$ cat src/design/pid_regulator_assert.svh
// ---------------------------------------------------------------------------
// pid_regulator assertion macros
// Concurrent checks on clk, disabled while arst_n is low. Empty for synthesis.
// ---------------------------------------------------------------------------
`ifndef PID_REGULATOR_ASSERT_SVH
`define PID_REGULATOR_ASSERT_SVH

`ifndef SYNTHESIS
// Check cons in the same cycle as ante.
`define PIDR_ASSERT_NOW(label, ante, cons) \
	label: assert property (@(posedge clk) disable iff (!arst_n) (ante) |-> (cons)) \
		else $error("pid_regulator: same-cycle check failed");
// Check cons in the cycle after ante.
`define PIDR_ASSERT_NEXT(label, ante, cons) \
	label: assert property (@(posedge clk) disable iff (!arst_n) (ante) |=> (cons)) \
		else $error("pid_regulator: next-cycle check failed");
`else
`define PIDR_ASSERT_NOW(label, ante, cons)
`define PIDR_ASSERT_NEXT(label, ante, cons)
`endif

`endif

$ cat src/design/pidr_pkg.sv
// ---------------------------------------------------------------------------
// pidr_pkg
// Widths, codes and clamp helpers shared by the PID regulator files.
// ---------------------------------------------------------------------------
package pidr_pkg;

	localparam int DATA_WIDTH      = 16;
	localparam int GAIN_FRAC_BITS  = 8;
	localparam int GAIN_WIDTH      = 16;
	localparam int CFG_INDEX_WIDTH = 3;
	localparam int CFG_DATA_WIDTH  = 16;

	localparam int INTEG_WIDTH = DATA_WIDTH + GAIN_FRAC_BITS;
	localparam int DIFF_WIDTH  = DATA_WIDTH + 1;
	localparam int SGAIN_WIDTH = GAIN_WIDTH + 1;
	localparam int PROD_WIDTH  = DIFF_WIDTH + SGAIN_WIDTH;
	localparam int SUM_WIDTH   = PROD_WIDTH + 2;

	typedef logic signed [DATA_WIDTH-1:0]  data_t;
	typedef logic        [GAIN_WIDTH-1:0]  gain_t;
	typedef logic signed [SGAIN_WIDTH-1:0] sgain_t;
	typedef logic signed [DIFF_WIDTH-1:0]  diff_t;
	typedef logic signed [PROD_WIDTH-1:0]  prod_t;
	typedef logic signed [INTEG_WIDTH-1:0] integ_t;
	typedef logic signed [SUM_WIDTH-1:0]   sum_t;

	localparam data_t OUT_MAX_RESET = data_t'(255);

	typedef enum logic {
		OP_COMPUTE = 1'b0,
		OP_CLEAR   = 1'b1
	} op_t;

	typedef enum logic [CFG_INDEX_WIDTH-1:0] {
		CFG_PROP_GAIN    = 3'd0,
		CFG_INTEG_GAIN   = 3'd1,
		CFG_DERIV_GAIN   = 3'd2,
		CFG_OUT_MIN      = 3'd3,
		CFG_OUT_MAX      = 3'd4,
		CFG_REVERSE      = 3'd5,
		CFG_PROP_ON_MEAS = 3'd6
	} cfg_index_t;

	// Scale an integer limit into the fractional sum domain.
	function automatic sum_t limit_to_sum(data_t lim);
		return sum_t'(lim) <<< GAIN_FRAC_BITS;
	endfunction

	// Test the upper limit first, then the lower one.
	function automatic sum_t clamp_sum(sum_t v, sum_t lo, sum_t hi);
		if (v > hi)
			return hi;
		else if (v < lo)
			return lo;
		else
			return v;
	endfunction

	// Apply the direction to an unsigned gain.
	function automatic sgain_t signed_gain(gain_t g, logic reverse);
		sgain_t s;
		s = sgain_t'({1'b0, g});
		return reverse ? -s : s;
	endfunction

endpackage

$ cat src/design/pidr_sample_if.sv
// ---------------------------------------------------------------------------
// pidr_sample_if
// Sample channel: one measurement/setpoint item per transfer.
// ---------------------------------------------------------------------------
interface pidr_sample_if;
	import pidr_pkg::*;

	logic  valid;
	logic  ready;
	op_t   operation;
	data_t measurement;
	data_t setpoint;
	logic  auto_enable;

	modport source (output valid, operation, measurement, setpoint, auto_enable, input ready);
	modport sink   (input valid, operation, measurement, setpoint, auto_enable, output ready);
endinterface

$ cat src/design/pidr_result_if.sv
// ---------------------------------------------------------------------------
// pidr_result_if
// Result channel: controller drive and integral value per transfer.
// ---------------------------------------------------------------------------
interface pidr_result_if;
	import pidr_pkg::*;

	logic  valid;
	logic  ready;
	data_t drive;
	data_t integral_whole;

	modport source (output valid, drive, integral_whole, input ready);
	modport sink   (input valid, drive, integral_whole, output ready);
endinterface

$ cat src/design/pid_regulator.sv
// ---------------------------------------------------------------------------
// pid_regulator
// Fixed-point PID controller with derivative on measurement, bumpless
// manual-to-auto transfer and clamped Q.8 integral.
// ---------------------------------------------------------------------------
//
//   channel   dir   handshake        payload
//   -------   ---   --------------   -----------------------------------------
//   sample    in    valid / ready    operation, measurement, setpoint, auto_enable
//   result    out   valid / ready    drive, integral_whole
//   cfg       in    cfg_we           cfg_index, cfg_data (write only)
//
// Each sample moves from the input register through the multipliers, adders
// and clamps into the result register. A new sample is taken every cycle
// while the result side does not stall; the integral and held output update
// on the step that loads the result register, which sets the rate at one per cycle.
// Reset zeroes integral, history, valid flags and config (out_max to 255); mode is auto.
// A stalled result blocks the input register only once both stages are full.
// ---------------------------------------------------------------------------
`include "pid_regulator_assert.svh"

module pid_regulator (
	input  logic                                 clk,
	input  logic                                 arst_n,
	input  logic                                 cfg_we,
	input  logic [pidr_pkg::CFG_INDEX_WIDTH-1:0] cfg_index,
	input  logic [pidr_pkg::CFG_DATA_WIDTH-1:0]  cfg_data,
	pidr_sample_if.sink                          sample,
	pidr_result_if.source                        result
);
	import pidr_pkg::*;

	// Configuration registers
	gain_t prop_gain_q;
	gain_t integ_gain_q;
	gain_t deriv_gain_q;
	data_t out_min_q;
	data_t out_max_q;
	logic  reverse_q;
	logic  prop_on_meas_q;

	// Controller state
	integ_t integral_q;
	data_t  last_meas_q;
	data_t  held_q;
	logic   was_auto_q;

	// Input stage
	logic  valid_s1;
	op_t   operation_s1;
	data_t measurement_s1;
	data_t setpoint_s1;
	logic  auto_s1;

	// Result register
	logic  res_valid_q;
	data_t drive_q;
	data_t whole_q;

	logic advance;
	logic step;

	sum_t   lo_sum, hi_sum;
	sgain_t kp, ki, kd;
	diff_t  err, dmeas;
	prod_t  kp_err, kp_dmeas, ki_err, kd_dmeas;
	sum_t   integ_start, integ_acc, integ_clamped;
	sum_t   total, total_clamped;

	integ_t integral_next;
	data_t  held_next;
	data_t  last_meas_next;
	logic   was_auto_next;

	// Handshake: the input stage moves on whenever the result register is
	// empty or its content is being transferred out this cycle.
	assign advance      = !res_valid_q || result.ready;
	assign step         = valid_s1 && advance;
	assign sample.ready = !valid_s1 || advance;

	assign result.valid          = res_valid_q;
	assign result.drive          = drive_q;
	assign result.integral_whole = whole_q;

	// Configuration writes
	always_ff @(posedge clk or negedge arst_n) begin
		if (!arst_n) begin
			prop_gain_q    <= '0;
			integ_gain_q   <= '0;
			deriv_gain_q   <= '0;
			out_min_q      <= '0;
			out_max_q      <= OUT_MAX_RESET;
			reverse_q      <= 1'b0;
			prop_on_meas_q <= 1'b0;
		end else if (cfg_we) begin
			case (cfg_index)
				CFG_PROP_GAIN:    prop_gain_q    <= gain_t'(cfg_data);
				CFG_INTEG_GAIN:   integ_gain_q   <= gain_t'(cfg_data);
				CFG_DERIV_GAIN:   deriv_gain_q   <= gain_t'(cfg_data);
				CFG_OUT_MIN:      out_min_q      <= data_t'(cfg_data);
				CFG_OUT_MAX:      out_max_q      <= data_t'(cfg_data);
				CFG_REVERSE:      reverse_q      <= cfg_data[0];
				CFG_PROP_ON_MEAS: prop_on_meas_q <= cfg_data[0];
				default: ;
			endcase
		end
	end

	// Input register: load on every transfer, drop the valid once consumed.
	always_ff @(posedge clk or negedge arst_n) begin
		if (!arst_n) begin
			valid_s1 <= 1'b0;
		end else if (sample.ready) begin
			valid_s1 <= sample.valid;
		end
	end

	always_ff @(posedge clk) begin
		if (sample.valid && sample.ready) begin
			operation_s1   <= sample.operation;
			measurement_s1 <= sample.measurement;
			setpoint_s1    <= sample.setpoint;
			auto_s1        <= sample.auto_enable;
		end
	end

	// Datapath. Limits and gains move into the Q.8 sum domain; the four
	// products run side by side and feed the integral and drive adders.
	always_comb begin
		lo_sum = limit_to_sum(out_min_q);
		hi_sum = limit_to_sum(out_max_q);

		kp = signed_gain(prop_gain_q, reverse_q);
		ki = signed_gain(integ_gain_q, reverse_q);
		kd = signed_gain(deriv_gain_q, reverse_q);

		err   = diff_t'(setpoint_s1) - diff_t'(measurement_s1);
		dmeas = diff_t'(measurement_s1) - diff_t'(last_meas_q);

		kp_err   = prod_t'(kp) * prod_t'(err);
		kp_dmeas = prod_t'(kp) * prod_t'(dmeas);
		ki_err   = prod_t'(ki) * prod_t'(err);
		kd_dmeas = prod_t'(kd) * prod_t'(dmeas);

		// Coming back from manual: seed the integral with the held output so
		// the drive picks up where the operator left it.
		if (was_auto_q)
			integ_start = sum_t'(integral_q);
		else
			integ_start = clamp_sum(limit_to_sum(held_q), lo_sum, hi_sum);

		integ_acc = integ_start + sum_t'(ki_err);
		if (prop_on_meas_q)
			integ_acc = integ_acc - sum_t'(kp_dmeas);
		integ_clamped = clamp_sum(integ_acc, lo_sum, hi_sum);

		total = integ_clamped - sum_t'(kd_dmeas);
		if (!prop_on_meas_q)
			total = total + sum_t'(kp_err);
		total_clamped = clamp_sum(total, lo_sum, hi_sum);
	end

	// Next state. Clamped sums always lie within the scaled 16-bit limits,
	// so the integral fits its register and the floor is a plain bit slice.
	always_comb begin
		integral_next  = integral_q;
		held_next      = held_q;
		last_meas_next = last_meas_q;
		was_auto_next  = was_auto_q;
		case (operation_s1)
			OP_CLEAR: begin
				integral_next = '0;
			end
			OP_COMPUTE: begin
				was_auto_next = auto_s1;
				if (auto_s1) begin
					integral_next  = integ_clamped[INTEG_WIDTH-1:0];
					held_next      = total_clamped[GAIN_FRAC_BITS +: DATA_WIDTH];
					last_meas_next = measurement_s1;
				end
			end
			default: ;
		endcase
	end

	always_ff @(posedge clk or negedge arst_n) begin
		if (!arst_n) begin
			integral_q  <= '0;
			last_meas_q <= '0;
			held_q      <= '0;
			was_auto_q  <= 1'b1;
		end else if (step) begin
			integral_q  <= integral_next;
			last_meas_q <= last_meas_next;
			held_q      <= held_next;
			was_auto_q  <= was_auto_next;
		end
	end

	// Result register: refill on each step, hold while the sink stalls.
	always_ff @(posedge clk or negedge arst_n) begin
		if (!arst_n) begin
			res_valid_q <= 1'b0;
		end else if (advance) begin
			res_valid_q <= valid_s1;
		end
	end

	always_ff @(posedge clk) begin
		if (step) begin
			drive_q <= held_next;
			whole_q <= integral_next[INTEG_WIDTH-1:GAIN_FRAC_BITS];
		end
	end

	`PIDR_ASSERT_NEXT(a_manual_keeps_integral,
		step && operation_s1 == OP_COMPUTE && !auto_s1, $stable(integral_q))
	`PIDR_ASSERT_NEXT(a_clear_zeroes_integral,
		step && operation_s1 == OP_CLEAR, integral_q == '0)
	`PIDR_ASSERT_NEXT(a_held_only_in_auto,
		step && (operation_s1 == OP_CLEAR || !auto_s1), $stable(held_q))
	`PIDR_ASSERT_NOW(a_result_from_stage, $rose(res_valid_q), $past(valid_s1))
	`PIDR_ASSERT_NOW(a_drive_tracks_held, res_valid_q, drive_q == held_q)

endmodule

$ cat src/flat_wrapper.sv
// flat-port wrapper written by rule: the top's interface ports become plain ports
module pid_regulator_flat import pidr_pkg::*;
  (clk, arst_n, cfg_we, cfg_index, cfg_data, sample_valid, sample_operation, sample_measurement, sample_setpoint, sample_auto_enable, sample_ready, result_valid, result_drive, result_integral_whole, result_ready);
  pidr_sample_if sample_i ();
  pidr_result_if result_i ();
  input  logic clk;
  input  logic arst_n;
  input  logic cfg_we;
  input  logic [pidr_pkg::CFG_INDEX_WIDTH-1:0] cfg_index;
  input  logic [pidr_pkg::CFG_DATA_WIDTH-1:0] cfg_data;
  input wire logic [$bits(sample_i.valid)-1:0] sample_valid;
  input wire logic [$bits(sample_i.operation)-1:0] sample_operation;
  input wire logic [$bits(sample_i.measurement)-1:0] sample_measurement;
  input wire logic [$bits(sample_i.setpoint)-1:0] sample_setpoint;
  input wire logic [$bits(sample_i.auto_enable)-1:0] sample_auto_enable;
  output wire logic [$bits(sample_i.ready)-1:0] sample_ready;
  output wire logic [$bits(result_i.valid)-1:0] result_valid;
  output wire logic [$bits(result_i.drive)-1:0] result_drive;
  output wire logic [$bits(result_i.integral_whole)-1:0] result_integral_whole;
  input wire logic [$bits(result_i.ready)-1:0] result_ready;
  assign sample_i.valid = sample_valid;
  assign sample_i.operation = sample_operation;
  assign sample_i.measurement = sample_measurement;
  assign sample_i.setpoint = sample_setpoint;
  assign sample_i.auto_enable = sample_auto_enable;
  assign sample_ready = sample_i.ready;
  assign result_valid = result_i.valid;
  assign result_drive = result_i.drive;
  assign result_integral_whole = result_i.integral_whole;
  assign result_i.ready = result_ready;
  pid_regulator u_core (.clk(clk), .arst_n(arst_n), .cfg_we(cfg_we), .cfg_index(cfg_index), .cfg_data(cfg_data), .sample(sample_i), .result(result_i));
endmodule
$ cat config.mk
export PLATFORM = sky130hd
export DESIGN_NAME = pid_regulator_flat
export DESIGN_NICKNAME = d
export VERILOG_FILES = /design/src/design/pidr_pkg.sv /design/src/design/pidr_sample_if.sv /design/src/design/pidr_result_if.sv /design/src/design/pid_regulator.sv /design/src/flat_wrapper.sv
export VERILOG_INCLUDE_DIRS = /design/src /design/src/design
export SDC_FILE = /design/constraint.sdc
export NUM_CORES = 2
export LEC_CHECK = 0
export BUFFER_PORTS_ARGS = -buffer_cell sky130_fd_sc_hd__buf_4
export CELL_PAD_IN_SITES_DETAIL_PLACEMENT = 1
export CELL_PAD_IN_SITES_GLOBAL_PLACEMENT = 2
export CORE_UTILIZATION = 43
export CTS_CLUSTER_DIAMETER = 150
export DETAILED_ROUTE_END_ITERATION = 10
export GPL_TIMING_DRIVEN = 0
export PLACE_DENSITY = 0.93
export SYNTH_ARGS = -nofsm -noshare
export SYNTH_HDL_FRONTEND = slang
export SYNTH_SLANG_ARGS = --single-unit
$ cat constraint.sdc
create_clock -name clk -period 33.2 [get_ports clk]
set_input_delay 3.32 -clock clk [delete_from_list [all_inputs] [get_ports clk]]
set_output_delay 3.32 -clock clk [all_outputs]
set_load 0.05 [all_outputs]
[After elaboration in Yosys (flattened, before gate mapping)]
Index checks and enable logic that the tools add are counted.
Word-level totals
  flip-flop bits (word level): 207
  output and inout bits: 34
  logic and storage cells: 80
Cells by class
  add/sub/neg operators: 9
  multipliers: 4
  $lt $le $gt $ge: 6
  equality and inequality tests: 7
  mux-type cells: 16
  bitwise gates (word level): 1
  reductions and logical operators: 17
Operators by type and width (number)
  $mux 36: 7
  $mul 17x17->34: 4
  $add 36x34->36: 2
  $gt 36x24->1: 2
  $lt 36x24->1: 2
  $mux 24: 3
  $sub 36x34->36: 2
  $mux 17: 3
  $neg 16->17: 3
  $pmux 24 s2: 1
  $sub 16x16->17: 2
  $mux 16: 2
  $gt 24x24->1: 1
  $lt 24x24->1: 1
  $reduce_and 2->1: 9
  $eq 3x3->1 const B: 3
  $eq 3x2->1 const B: 2
  $eq 3x1->1 const B: 1
  $logic_not 3->1: 1
  $reduce_and 3->1: 1
  $logic_and 1x1->1: 2
  $logic_not 1->1: 2
  $logic_or 1x1->1: 2
  $ne 2x1->1 const B: 1
  $not 1->1: 1

[Depth between registers and ports, before layout]
  word-level depth: 18
  mapped depth: 122
  gate-level depth less buffers: 117

[Worst setup path after synthesis]
OpenSTA, ideal clock, no wires.
  path kind: reg2reg
  start point: reg u_core.out_max_q[1]
  end point: reg u_core.drive_q[7] (netlist: u_core.result.drive[7]), data pin
  library setup time: 267 ps
  arrival time: 25706 ps
  data required time: 32933 ps
  path slack: 7227 ps
  stages on the path, launching flop included: 112
  path buffers: 6
  clock period less this slack: 25973 ps
  path through: dfstp_2 inv_1 ha_1 nor2b_1 o21a_1 o21a_1 o21a_1 o21a_1 o21a_1 o21a_1 o21ai_0 nand2_1 a21oi_1 a31o_2 nor2b_1 clkbuf_1 clkbuf_1 a221o_1 [76 not listed] o31ai_1 a21oi_1 o211ai_1 a21boi_0 o21a_1 nor2_1 xnor2_1 mux2_2 ha_1 a21oi_1 nor2b_1 o21ai_0 and3_1 o22ai_1 buf_2 mux2_2 a21oi_1 a21oi_1
Between the ends
  word-level cells in the longest chain between the ends: 17
  elaborated cells between the ends (all ways): 19
  those cells by class: add/sub: 4; order compare: 5; mux: 10
Ends and longest elaborated chain
  start: declaration: line pid_regulator.sv:38  | data_t out_max_q;
  start signal: assignment: line pid_regulator.sv:101  | CFG_OUT_MAX: out_max_q <= data_t'(cfg_data);
  $gt 24x24->1: line pidr_pkg.sv:51  | if (v > hi)
  $mux 36: line pidr_pkg.sv:51
  $mux 36: line pid_regulator.sv:147  | if (was_auto_q)
  $add 36x34->36: line pid_regulator.sv:152  | integ_acc = integ_start + sum_t'(ki_err);
  $sub 36x34->36: line pid_regulator.sv:154  | integ_acc = integ_acc - sum_t'(kp_dmeas);
  $mux 36: line pid_regulator.sv:153  | if (prop_on_meas_q)
  $lt 36x24->1: line pidr_pkg.sv:53  | else if (v < lo)
  $mux 36: line pidr_pkg.sv:53
  [2 not listed]
  $add 36x34->36: line pid_regulator.sv:159  | total = total + sum_t'(kp_err);
  $mux 36: line pid_regulator.sv:158  | if (!prop_on_meas_q)
  $lt 36x24->1: line pidr_pkg.sv:53
  $mux 24: line pidr_pkg.sv:53
  $mux 24 (*): line pidr_pkg.sv:51
  $mux 16 (*): line pid_regulator.sv:176  | if (auto_s1) begin
  $mux 16 (*): line pid_regulator.sv:170  | case (operation_s1)
  net u_core.held_next[7]: line pid_regulator.sv:71  | data_t held_next;
  end signal: assignment: line pid_regulator.sv:211  | drive_q <= held_next;
  end: declaration: line pid_regulator.sv:57  | data_t drive_q;
Mark *: on every way through the listed nets, which the timed path passes. The rest lies on a longest branch.
A chain may end at the register's enable or synchronous reset.

[Worst setup path in the final report]
  start point: reg u_core.out_min_q[0]
  end point: reg u_core.drive_q[5] (netlist: u_core.result.drive[5]), data pin
Between the ends
  word-level cells in the longest chain between the ends: 18
  elaborated cells between the ends (all ways): 20
  those cells by class: add/sub: 4; order compare: 5; mux: 11
Ends and longest elaborated chain
  start: declaration: line pid_regulator.sv:37  | data_t out_min_q;
  start signal: assignment: line pid_regulator.sv:100  | CFG_OUT_MIN: out_min_q <= data_t'(cfg_data);
  $lt 24x24->1: line pidr_pkg.sv:53
  $mux 36: line pidr_pkg.sv:53
  $mux 36: line pidr_pkg.sv:51
  $mux 36: line pid_regulator.sv:147
  $add 36x34->36: line pid_regulator.sv:152
  $sub 36x34->36: line pid_regulator.sv:154
  $mux 36: line pid_regulator.sv:153
  $lt 36x24->1: line pidr_pkg.sv:53
  [3 not listed]
  $add 36x34->36: line pid_regulator.sv:159
  $mux 36: line pid_regulator.sv:158
  $lt 36x24->1: line pidr_pkg.sv:53
  $mux 24: line pidr_pkg.sv:53
  $mux 24 (*): line pidr_pkg.sv:51
  $mux 16 (*): line pid_regulator.sv:176
  $mux 16 (*): line pid_regulator.sv:170
  net u_core.held_next[5]: line pid_regulator.sv:71
Marked as above.

==> results by group <==
Setup path
  • CP top delay family: adder cells
  • WS Path Type: flip-flop to flip-flop
  • Critical Path Sink Type: flip-flop
  • Critical path depth: 105
  • Critical path required time: 33,530 ps
  • FF-to-FF setup slack: 690 ps
  • Largest stage delay on the critical path: 1120 ps
  • Worst reg-to-reg path cell count: 105
  • Worst setup SP type: flip-flop
  • WP data arrival: 32,840 ps
  • Critical path's slowest cell: mux2i_1
  • CP dominant cell by count: fa_1
  • Worst-path fanout max: 10
  • CP Buf/Inv Count: 19

Cells and area
  • Max reg flops: 24
  • Nets: 9,099
  • Reg with most FFs: u_core.integral_q
  • Non-Filler Instances: 9,066
  • Layout fillers: 17,000
  • Design area: 68,700 sq um
  • Layout Area Growth over Synthesis: 8.36%
  • Share of layout cells above drive strength 1: 5.87%

Run status
  • Failing checks: max-capacitance violations, max-slew violations
  • Result of the run: finished with violations

Floorplanning
  • Ports: 92
  • Starting Density: 43.4%
  • Die area: 149,000 sq um
  • Die Y: 386 microns
  • Die X: 386 microns
  • Row count: 140
  • Placeable core area: 146,000 sq um

Placement
  • Sum of net half-perimeters after detailed placement: 221,000 microns
  • IO buf count: 89
  • Area after DPL: 67,000 sq um
  • Gp weighted congestion: 1.01
  • Placed Cells: 8,984

Synth
  • Post-Synthesis Cell Area: 63,400 sq um
  • Compound-Gate Fraction of Synth Area: 8.37%
  • Synth cell types: 86
  • Synth Flop Type: dfrtp_1
  • Warning count from the yosys run: 0
  • Synth Net Count: 8,938
  • Post-Syn Instances: 6,951
  • Adder-Cell Fraction of Synth Area: 54.1%
  • Largest family of logic cells by synthesized area: adder cells
  • Post-synthesis mux area share: 2.13%
  • Post-Synth XOR/XNOR Area: 3.59%
  • Post-synth ARST share: 68.1%
  • Synth Area per Inst: 9.12 sq um
  • Synth Area in Simple Gates: 12.6%
  • Synthesis-stage register bit count: 207
  • Register area share after synthesis: 8.71%
  • EDFF count, synth: 66

Global routing
  • Gr ovfl total: 0
  • Vias in the first global route: 57,000
  • GRT Util Overall: 35.5%
  • First-pass GRT wire length: 380,000 microns
  • Initial antenna violation count: 21
  • Largest net degree at the start of global routing: 84

Clocking
  • Worst-skew pair later-pin latency: 610 ps
  • Inserted Clock Buffers: 26
  • CTS tree: yes
  • Clock slew at the register clock pins of the worst setup and hold paths: 70 ps
  • Max clock buf depth: 3
  • CTS root buf: clkbuf_16
  • Htree depth: 1
  • CTS Sinks: 207

Detailed routing
  • DRC violations left: 0
  • Antenna viol nets, final: 0
  • DR vias: 52,200
  • Routed WL: 259,000 microns
  • Vias per Instance: 5.76
  • First drt pass iteration count: 6
  • WL per Instance: 28.6 microns
  • DR iter-0 viols: 4,534

STA
  • FMAX: 30.8 MHz
  • Max-slew violations: 18
  • Post-layout min period: 32,510 ps
  • Worst-margin pin slew: 1570 ps
  • Final Hold Vio Count: 0
  • Worst rel slew slack: -5.51%
  • Setup-failing EPs final: 0
  • Clk_skew: 14.0 ps
  • Final worst-path cycle share: 97.9%

Min path
  • Hold depth: 2
  • Hold Crit Class: flip-flop to flip-flop

Run
  • # Max-Cap Violations: 4
==> cell usage after synthesis, types with 40 or more instances <==
master    number  area share, %
inv_1       1494            8.8
fa_1        1354             43
nand2_1      726            4.3
nor2_1       692            4.1
ha_1         575             11
clkbuf_1     254            1.5
o21ai_0      228            1.8
a21oi_1      195            1.5
xnor2_1      165            2.3
dfrtp_1      132            5.2
nand2b_1     123            1.2
a21o_1        97            1.1
xor2_1        95            1.3
mux2_2        82            1.5
edfxtp_1      66            3.1
nor3_1        49           0.39
nand3_1       42           0.33
mux2i_1       40           0.63
==> area by class of cell <==
| class | instances | area (sq um) | share of cell area, % |
|---|---|---|---|
| Antenna cell | 17 | 42.5 | 0.0619 |
| Buffer | 266 | 1050 | 1.53 |
| Clock buffer | 29 | 672 | 0.978 |
| Clock inverter | 19 | 218 | 0.317 |
| Inverter | 1497 | 5620 | 8.18 |
| Multi-Input combinational cell | 4981 | 51900 | 75.6 |
| Sequential cell | 207 | 5520 | 8.04 |
| Tap cell | 1917 | 2400 | 3.49 |
| Timing Repair Buffer | 133 | 1230 | 1.80 |
==> worst reg2reg max path: cells and delay by family (launching register included) <==
kind,cells,cell delay (ps)
adders and majority gates,26,11660
AOI/OAI and AO/OA,38,10620
and+or+nand+nor,16,3730
buffers and inverters,19,2970
xor gates and xnor gates,4,1620
muxes,2,1320
DFF,1,320
==> metal layers <==
layer	vias to the layer above	GRT usage (%)	share of wire, %
met4	14	21.0	6.9
met3	565	7.86	9.6
met1	27700	46.0	39
met2	2232	54.3	44
li1	21700	-	-
met5	-	0	0.039
==> final timing paths <==
| path | startpoint | endpoint |
|---|---|---|
| max reg2reg | u_core.out_min_q[0] | u_core.result.drive[5] |
| max | u_core.out_min_q[0] | u_core.result.drive[5] |
| min in group asynchronous | arst_n | u_core.held_q[11] |
| min reg2reg | u_core.integral_q[7] | u_core.integral_q[7] |
| max in group asynchronous | arst_n | u_core.out_max_q[0] |
| min | u_core.integral_q[7] | u_core.integral_q[7] |
==> kinds of logic after synthesis <==
| family | count (synthesis) |
|---|---|
| mux | 124 |
| simple gates | 1848 |
| xor+xnor | 260 |
| buf+inv | 1763 |
| flops | 207 |
| compound gates | 820 |
| fa+ha+maj | 1929 |
==> metrics by stage <==
step | TNS [ps] | utilization [%] | hold slack (ps) | setup slack (ps)
global route | -3.61 | 47.0 | 520 | -3.61
detailed placement | -130530 | 45.9 | 467 | -4320
floorplan | 0 | - | 442 | 7230
global placement | -124600 | 45.5 | 459 | -4350
finish | 0 | 47.1 | 482 | 692
CTS | 0 | 46.7 | 483 | 7.73
==> cells in the final DEF, fill, tap and decap left out, types with 36 or more instances in the layout <==
master / Yosys / final
fa_1: 1354 / 1354
nand3_1: 42 / 42
a21oi_1: 195 / 187
inv_1: 1494 / 1493
nand2_1: 726 / 724
clkbuf_1: 254 / 231
o21a_1: 39 / 39
ha_1: 575 / 575
nand4_1: 36 / 36
edfxtp_1: 66 / 66
mux2_2: 82 / 82
a21o_1: 97 / 97
o21ai_0: 228 / 220
mux2i_1: 40 / 37
nand2b_1: 123 / 123
nor2_1: 692 / 689
buf_4: 0 / 109
xor2_1: 95 / 82
nor3_1: 49 / 48
xnor2_1: 165 / 146
dfrtp_1: 132 / 132
==> timing repair <==
action,CTS,global route
gates resized for setup,60,86
endpoints found under the setup margin,32,32
pin swaps,0,7
hold buffers,0,0
buffers inserted,0,16
Power is left out: the tool's default activity adds up to more than one toggle a clock period on the data nets, which glitch-free logic cannot reach.
